--- src/sv/kpq_pkg.sv ---
// ----------------------------------------------------------------------------
// kpq_pkg
// Shared types and constants for the keyed priority queue
// ----------------------------------------------------------------------------
package kpq_pkg;

  localparam int KEY_W      = 24;
  localparam int VAL_W      = 32;
  localparam int SIZE_W     = 11;
  localparam int DATA_W     = 72;
  localparam int DEPTH_DEF  = 32;

  localparam logic [KEY_W-1:0]  KEY_LIMIT  = KEY_W'(10000000);
  localparam logic [SIZE_W-1:0] SIZE_LIMIT = SIZE_W'(1024);

  localparam logic OP_ENQ = 1'b0;
  localparam logic OP_DEQ = 1'b1;

  typedef struct packed {
    logic [SIZE_W-1:0] size;
    logic [VAL_W-1:0]  value;
    logic [KEY_W-1:0]  key;
  } entry_t;

  typedef enum logic [1:0] {
    ACT_HOLD,
    ACT_INSERT,
    ACT_UPDATE,
    ACT_POP
  } act_t;

  typedef struct packed {
    logic cmp;
    act_t act;
  } cell_cmd_t;

endpackage

--- src/sv/kpq_cell.sv ---
// ----------------------------------------------------------------------------
// kpq_cell
// One slot of the sorted chain: compares against a request key and shifts
// ----------------------------------------------------------------------------
module kpq_cell (
  input  logic              clk,
  input  logic              rst,
  input  kpq_pkg::cell_cmd_t cmd,
  input  logic [kpq_pkg::KEY_W-1:0] cmp_key,
  input  kpq_pkg::entry_t   req,
  input  logic              left_valid,
  input  logic              left_gt,
  input  kpq_pkg::entry_t   left_entry,
  input  logic              right_valid,
  input  kpq_pkg::entry_t   right_entry,
  output logic              valid,
  output logic              gt,
  output logic              eq,
  output kpq_pkg::entry_t   entry
);
  import kpq_pkg::*;

  always_ff @(posedge clk) begin
    if (rst) begin
      valid <= 1'b0;
      gt    <= 1'b0;
      eq    <= 1'b0;
    end else begin
      if (cmd.cmp) begin
        gt <= valid && (entry.key > cmp_key);
        eq <= valid && (entry.key == cmp_key);
      end
      unique case (cmd.act)
        ACT_HOLD: begin
        end
        ACT_INSERT: begin
          if (!gt) begin
            if (left_gt) begin
              entry <= req;
              valid <= 1'b1;
            end else begin
              entry <= left_entry;
              valid <= left_valid;
            end
          end
        end
        ACT_UPDATE: begin
          if (eq) begin
            entry.value <= req.value;
            entry.size  <= req.size;
          end
        end
        ACT_POP: begin
          entry <= right_entry;
          valid <= right_valid;
        end
        default: begin
        end
      endcase
    end
  end

endmodule

--- config.mk ---
export PLATFORM = sky130hd
export DESIGN_NAME = kpq_cell
export DESIGN_NICKNAME = d
export VERILOG_FILES = /design/src/sv/kpq_pkg.sv /design/src/sv/kpq_cell.sv
export SDC_FILE = /design/constraint.sdc
export NUM_CORES = 1
export LEC_CHECK = 0
export ABC_AREA = 1
export BUFFER_PORTS_ARGS = -buffer_cell sky130_fd_sc_hd__buf_2
export CORE_AREA = 4 4 115 117
export CTS_BUF_LIST = sky130_fd_sc_hd__clkbuf_16
export DETAILED_ROUTE_END_ITERATION = 6
export DIE_AREA = 0 0 119 121
export GPL_ROUTABILITY_DRIVEN = 0
export PLACE_DENSITY = 0.79
export SYNTH_ARGS = -nofsm -noshare
export SYNTH_HDL_FRONTEND = slang
export SYNTH_SLANG_ARGS = --single-unit
--- constraint.sdc ---
create_clock -name clk -period 5 [get_ports clk]
set_clock_uncertainty 0.1 [all_clocks]
set_input_delay 1 -clock clk [delete_from_list [all_inputs] [get_ports clk]]
set_output_delay 1 -clock clk [all_outputs]
set_load 0.01 [all_outputs]
==> results of run 1 <==
per-stage QoR:
stage	hold WS, ns	power (mW)
2_1_floorplan	0.393	0.890
3_3_place_gp	0.381	1.05
3_5_place_dp	0.397	1.06
4_1_cts	0.406	1.67
5_1_grt	0.421	1.74
6_report	0.408	1.65
layer usage:
metal  vias to the layer above  share of wire (%)  track usage, %
li1                       2448                  -               -
met1                      2202                 37            22.4
met2                       229                 50            36.2
met3                        34                9.4            6.71
met4                         6                2.6            6.95
met5                         -               0.23               0
logic make-up after synthesis:
logic type,count (synthesis)
AO/OA/AOI/OAI,128
AND/OR/NAND/NOR,256
buffers and inverters,67
flip-flops,70
adder cells (fa/ha/maj),24
worst register-to-register path: stages (launching register included):
cell	delay, ns
dfxtp_1	0.33
nand2_1	0.07
nand2_1	0.15
a21oi_4	0.59
buf_4	0.43
where the power goes:
part / total [mW] / internal [mW] / switching (mW)
Sequential: 0.700 / 0.688 / 0.0118
Combinational: 0.340 / 0.154 / 0.186
Clock: 0.610 / 0.378 / 0.232
Total: 1.65 / 1.22 / 0.430
flip-flops by register name (all words and copies together) (netlist names):
name,flops
entry,67
eq,1
gt,1
valid,1
how the worst max path moves through the flow:
stage / startpoint / end / slack [ns] / depth (start not counted)
6_report: cmd[1] / entry[48] / 1.76 / 7
4_1_cts: cmd[1] / entry[55] / 1.70 / 7
3_3_place_gp: cmd[1] / entry[25] / 1.38 / 7
5_1_grt: cmd[1] / entry[47] / 1.56 / 7
2_1_floorplan: cmd[1] / entry[24] / 1.08 / 4
3_5_place_dp: cmd[1] / entry[43] / 1.36 / 7
cell usage in the layout (no fill, tap or decap), drive strengths merged, types with 5 or more instances in the layout:
cell and n:
inv 36, ha 24, clkinv 5, o21ai 45, a21oi 14, nand2 172
nor2 78, edfxtp 67, clkbuf 9, a31oi 24, buf 306, o211ai 43
final cells by class:
type,instances,share of cell area [%]
well taps,172,3.33
clock inverters,6,0.832
repair buffers,306,23.8
inverters,36,2.09
diodes,1,0.0387
multi-input cells,408,34.3
flip-flops and latches,70,32.1
clock buffers,9,3.48
==> impl_metrics.ini, run 1 <==
[run_status]
status = finished, final reports clean

[sta]
hold_violations = 0
tightest_slew_ns = 1.20
final_max_slew_viol_count = 0
max_slew_margin_pct = 19.9
finalWorstSetupSlack_ns = 1.76
rsz0062_at_grt = false
fmax_ghz = 0.309
period_minus_slack_ns = 3.24
tns_ns = 0
setup_viol = 0
period_share_pct = 64.7

[final_layout]
stdcell_area_mm2 = 0.00646
multi_input_area_mm2 = 0.00222
final_core_util_pct = 52.3
layout.cells.non_filler = 1008
area.sequential_mm2 = 0.00207
fill_cells = 1189
area_growth_pct = 41.2
drive_above_1_share_pct = 42.0
fin_nets = 1088

[clock_network]
cts_hold_buf = 0
htree_levels = 3
cts_repair_resize_count = 0
cts_root_buffer = clkbuf_16
cts_buffers = 9
post_cts_buffers = 0
cts_tree = done
cts_sinks = 70
clk_latency_ns = 0.32
clk_pin_slew_ns = 0.05
cts_buffer_depth = 2

[die]
start_util_pct = 37.0
chipWidth_um = 119
fp-row-count = 41
core_area_mm2 = 0.0124
boundaryPins = 303
dieArea_mm2 = 0.0144
die-height_um = 121

[placement]
pre_cts_slack_ns = 1.36
dp_hpwl_um = 11600
dp.cells = 992
portBuffers = 302
dpl_cell_area_mm2 = 0.00618

[worst_setup_path]
r2r-start = gt
path_buf_inv = 4
worst-setup-path-type = input port to flop
worst-r2r-cell-count = 4
crit_path_max_fanout = 45
critPathMaxStageDelay_ns = 0.58
rr_endpoint = entry[48]
r2r_setup_slack_ns = 2.99
cp_top_family = buffers and inverters
end_kind = flop
crit_slowest_cell = a21oi_4
arrival_ns = 3.13
crit_top_cell = buf_4
path_cells = buf_2, inv_2, nor2_4, buf_4, nand2_1, a21oi_4, buf_4
setup.worst_path.start_class = input port
worstPathRequired_ns = 4.90

[synthesis]
yosysTopAreaCellShare_pct = 43.9
synth.avg_cell_area_um2 = 8.40
synth-xor-area-share_pct = 0
synthArstFlopShare_pct = 0
synth.most_common_cell = nand2_1
ys_types = 27
synth_nets = 802
ys_ff_latch = 70
synth_compound_area_share_pct = 19.9
yosys-top-cells-area = edfxtp_1 (44%), nand2_1 (14%), o211ai_1 (7.1%)
synth_top_family_by_area = simple AND/OR/NAND/NOR gates
ys_seq_area_share_pct = 45.3
synth-simple-area-share_pct = 21.7
synthAdderAreaFrac_pct = 6.56
syn_inst = 545
yosysWarnings = 0
synth_common_cells = nand2_1 (171), nor2_1 (75), edfxtp_1 (67)
synth_top_flop_cell = edfxtp_1
synth_area_leader_cell = edfxtp_1
synthMuxAreaShare_pct = 0
netlist_area_mm2 = 0.00458
synth_enable_flop_cells = 67

[global_routing]
first_global_vias = 4708
antenna_found_initial = 3
grt_max_degree = 70
grt_pass1_wl_um = 22900
overflow = 0
grt_usage_pct = 20.2

[power_and_ir_drop]
ir_drop_v = 0.000122
power_leakage_nw = 3.03
p_per_area_mw_per_mm2 = 255

[flow_run]
max_cap_violations = 0

[worst_hold_path]
hp-start = eq
min_path_cells = 2
hold_end = eq
hold_path_class = flop to flop

[detailed_routing]
wirelength_um = 15100
vias_per_cell = 4.88
wl_per_cell_um = 15.0
remaining_drc_errors = 0
ant_nets = 0
dr_total_vias = 4919
drt_iter0_drc = 238
first_pass_iters = 4
(Power assumes the default switching activity.)
==> run 2, diff against run 1 <==
- ABC_AREA: 1 -> 0
- CORE_AREA: 4 4 115 117 -> default
- CORE_MARGIN: default -> 4
- CORE_UTILIZATION: default -> 39
- DIE_AREA: 0 0 119 121 -> default
- PLACE_DENSITY: 0.79 -> 0.84
- clock period: 5 -> 2.65 ns (I/O delays scaled with it)
==> run 2 against run 1 <==
  * Design area is 1.5% higher
  * Clock power is 72% higher
  * Worst setup slack worse by 1.1 ns
  * Cell count is 12% lower
  * Sequential share of layout area is 0.48 points lower
  * First-iteration DRC count is 21% higher
  * Die area is 5.3% lower
  * Utilization is 4.7 points higher
==> impl_metrics.ini, run 2 <==
[die]
start_util_pct = 40.1
core_area_mm2 = 0.0115
fp-row-count = 39
die-height_um = 117
chipWidth_um = 117
boundaryPins = 303
dieArea_mm2 = 0.0136

[detailed_routing]
wl_met2_um = 7500
drt_iter0_drc = 287
wl_per_cell_um = 16.4
vias_per_cell = 5.17
wl_met3_um = 1250
dr_total_vias = 4602
wl_met1_um = 5570
remaining_drc_errors = 0
top_layer = met4
ant_nets = 0
wirelength_um = 14600
first_pass_iters = 4

[clock_network]
post_cts_buffers = 0
cts_buffer_depth = 2
clk_latency_ns = 0.32
cts_root_buffer = clkbuf_16
cts_buffers = 9
cts_repair_resize_count = 0
cts_hold_buf = 0
clk_pin_slew_ns = 0.06
htree_levels = 3
cts_sinks = 70
cts_tree = done

[synthesis]
synth_top_flop_cell = edfxtp_1
synth_area_leader_cell = edfxtp_1
synth_nets = 707
synthArstFlopShare_pct = 0
synth_enable_flop_cells = 67
yosysWarnings = 0
synth_common_cells = edfxtp_1 (67), mux2i_1 (66), a21oi_1 (56)
yosysTopAreaCellShare_pct = 43.6
ys_ff_latch = 70
ys_seq_area_share_pct = 44.9
synth.most_common_cell = edfxtp_1
synth.avg_cell_area_um2 = 10.3
ys_types = 32
netlist_area_mm2 = 0.00461
syn_inst = 450
yosys-top-cells-area = edfxtp_1 (44%), mux2i_1 (14%), a211oi_1 (7.0%)

[final_layout]
layout_commonest_cell = buf_2
fin_nets = 999
final_core_util_pct = 57.0
area_growth_pct = 42.3
layout_common_cells = buf_2 (301), edfxtp_1 (67), mux2i_1 (66), a21oi_1 (55), a211oi_1 (43)
largest_reg_flops = 67
antenna_cells = 0
drive_above_1_share_pct = 44.4
top_register = entry

[run_status]
status = finished, final reports clean

[sta]
period_minus_slack_ns = 1.99
tightest_slew_ns = 0.809
max_slew_margin_pct = 46.1
final_max_slew_viol_count = 0
fmax_ghz = 0.501
rsz0062_at_grt = false
tns_ns = 0
setup_viol = 0
hold_violations = 0
period_share_pct = 75.2

[worst_setup_path]
path_buf_inv = 0
crit_slowest_cell = edfxtp_1
cp_top_family = simple AND/OR/NAND/NOR gates
worst-setup-path-type = flop to flop
end_kind = flop
crit_path_max_fanout = 4
arrival_ns = 2.13
path_cells = ha_1, nand4_2, nor4_2, o21ai_1, a311o_1, o31ai_1
setup.worst_path.start_class = flop
worstPathRequired_ns = 2.78
critPathMaxStageDelay_ns = 0.43

[global_routing]
antenna_found_initial = 0
overflow = 0
grt_pass1_wl_um = 20900
grt_max_degree = 85
first_global_vias = 4236
grt_usage_pct = 20.0

[placement]
portBuffers = 302
dp_hpwl_um = 12000

[power_and_ir_drop]
p_per_area_mw_per_mm2 = 467
power_leakage_nw = 3.12
total_power_mw = 3.07
ir_drop_v = 0.000222

[worst_hold_path]
hold_path_class = input port to flop

[flow_run]
max_cap_violations = 0
[run 2: cell types whose count changed in the layout (fill, tap and decap cells not counted), sizes merged, moves of 13 or more]
| cell | change |
|---|---|
| mux2i | +66 |
| a21oi | +42 |
| o211ai | -43 |
| nor2 | -73 |
| o21ai | -13 |
| a31oi | -23 |
| nor2b | +42 |
| nand2 | -142 |
| a211oi | +43 |
[run 2: cell families after synthesis]
logic type                 after synthesis  share of synthesized area (%)
buffers and inverters                   59                           5.51
and+or+nand+nor                         95                           11.3
AOI/OAI and AO/OA                      136                           17.5
adders and majority gates               24                           6.51
DFF                                     70                           44.9
muxes                                   66                           14.3
[run 2: through the flow]
stage / hold WS (ns) / setup slack, ns / cell area [um2] / std cells
6_report: 0.352 / 0.656 / 6560 / 890
5_1_grt: 0.350 / 0.524 / 6560 / 890
4_1_cts: 0.333 / 0.650 / 6560 / 890
3_5_place_dp: 0.392 / 0.436 / 6300 / 874
3_3_place_gp: 0.381 / 0.538 / 6300 / 874
2_1_floorplan: 0.392 / 0.176 / 4620 / 450
[run 2: report_power, final]
group | switching (mW) | total (mW) | internal (mW)
sequential | 0.0252 | 1.33 | 1.31
combinational | 0.352 | 0.682 | 0.330
clock | 0.433 | 1.05 | 0.618
[run 2: final timing paths]
| kind | start | to | slack (ns) | cells after the start |
|---|---|---|---|---|
| worst min-delay path | cmd[2] | gt | 0.35 | 2 |
| worst min register to register | eq | eq | 0.40 | 2 |
| worst max register to register | entry[22] | gt | 0.66 | 6 |
| worst max-delay path | entry[22] | gt | 0.66 | 6 |
[run 2: metal layers]
layer  GRT usage, %  vias to the layer above
met5              0                        -
met4           7.42                        0
met3           3.78                       28
met2           35.3                      224
met1           24.2                     2081
li1               -                     2269
[run 2: area by class of cell]
| cell class | instances | area (um2) |
|---|---|---|
| well taps | 143 | 179 |
| fillers | 1019 | 4950 |
| inverters | 26 | 97.6 |
| clock inverters | 7 | 33.8 |
| multi-input cells | 321 | 2300 |
| clock buffers | 9 | 225 |
| repair buffers | 314 | 1650 |
| flip-flops and latches | 70 | 2070 |
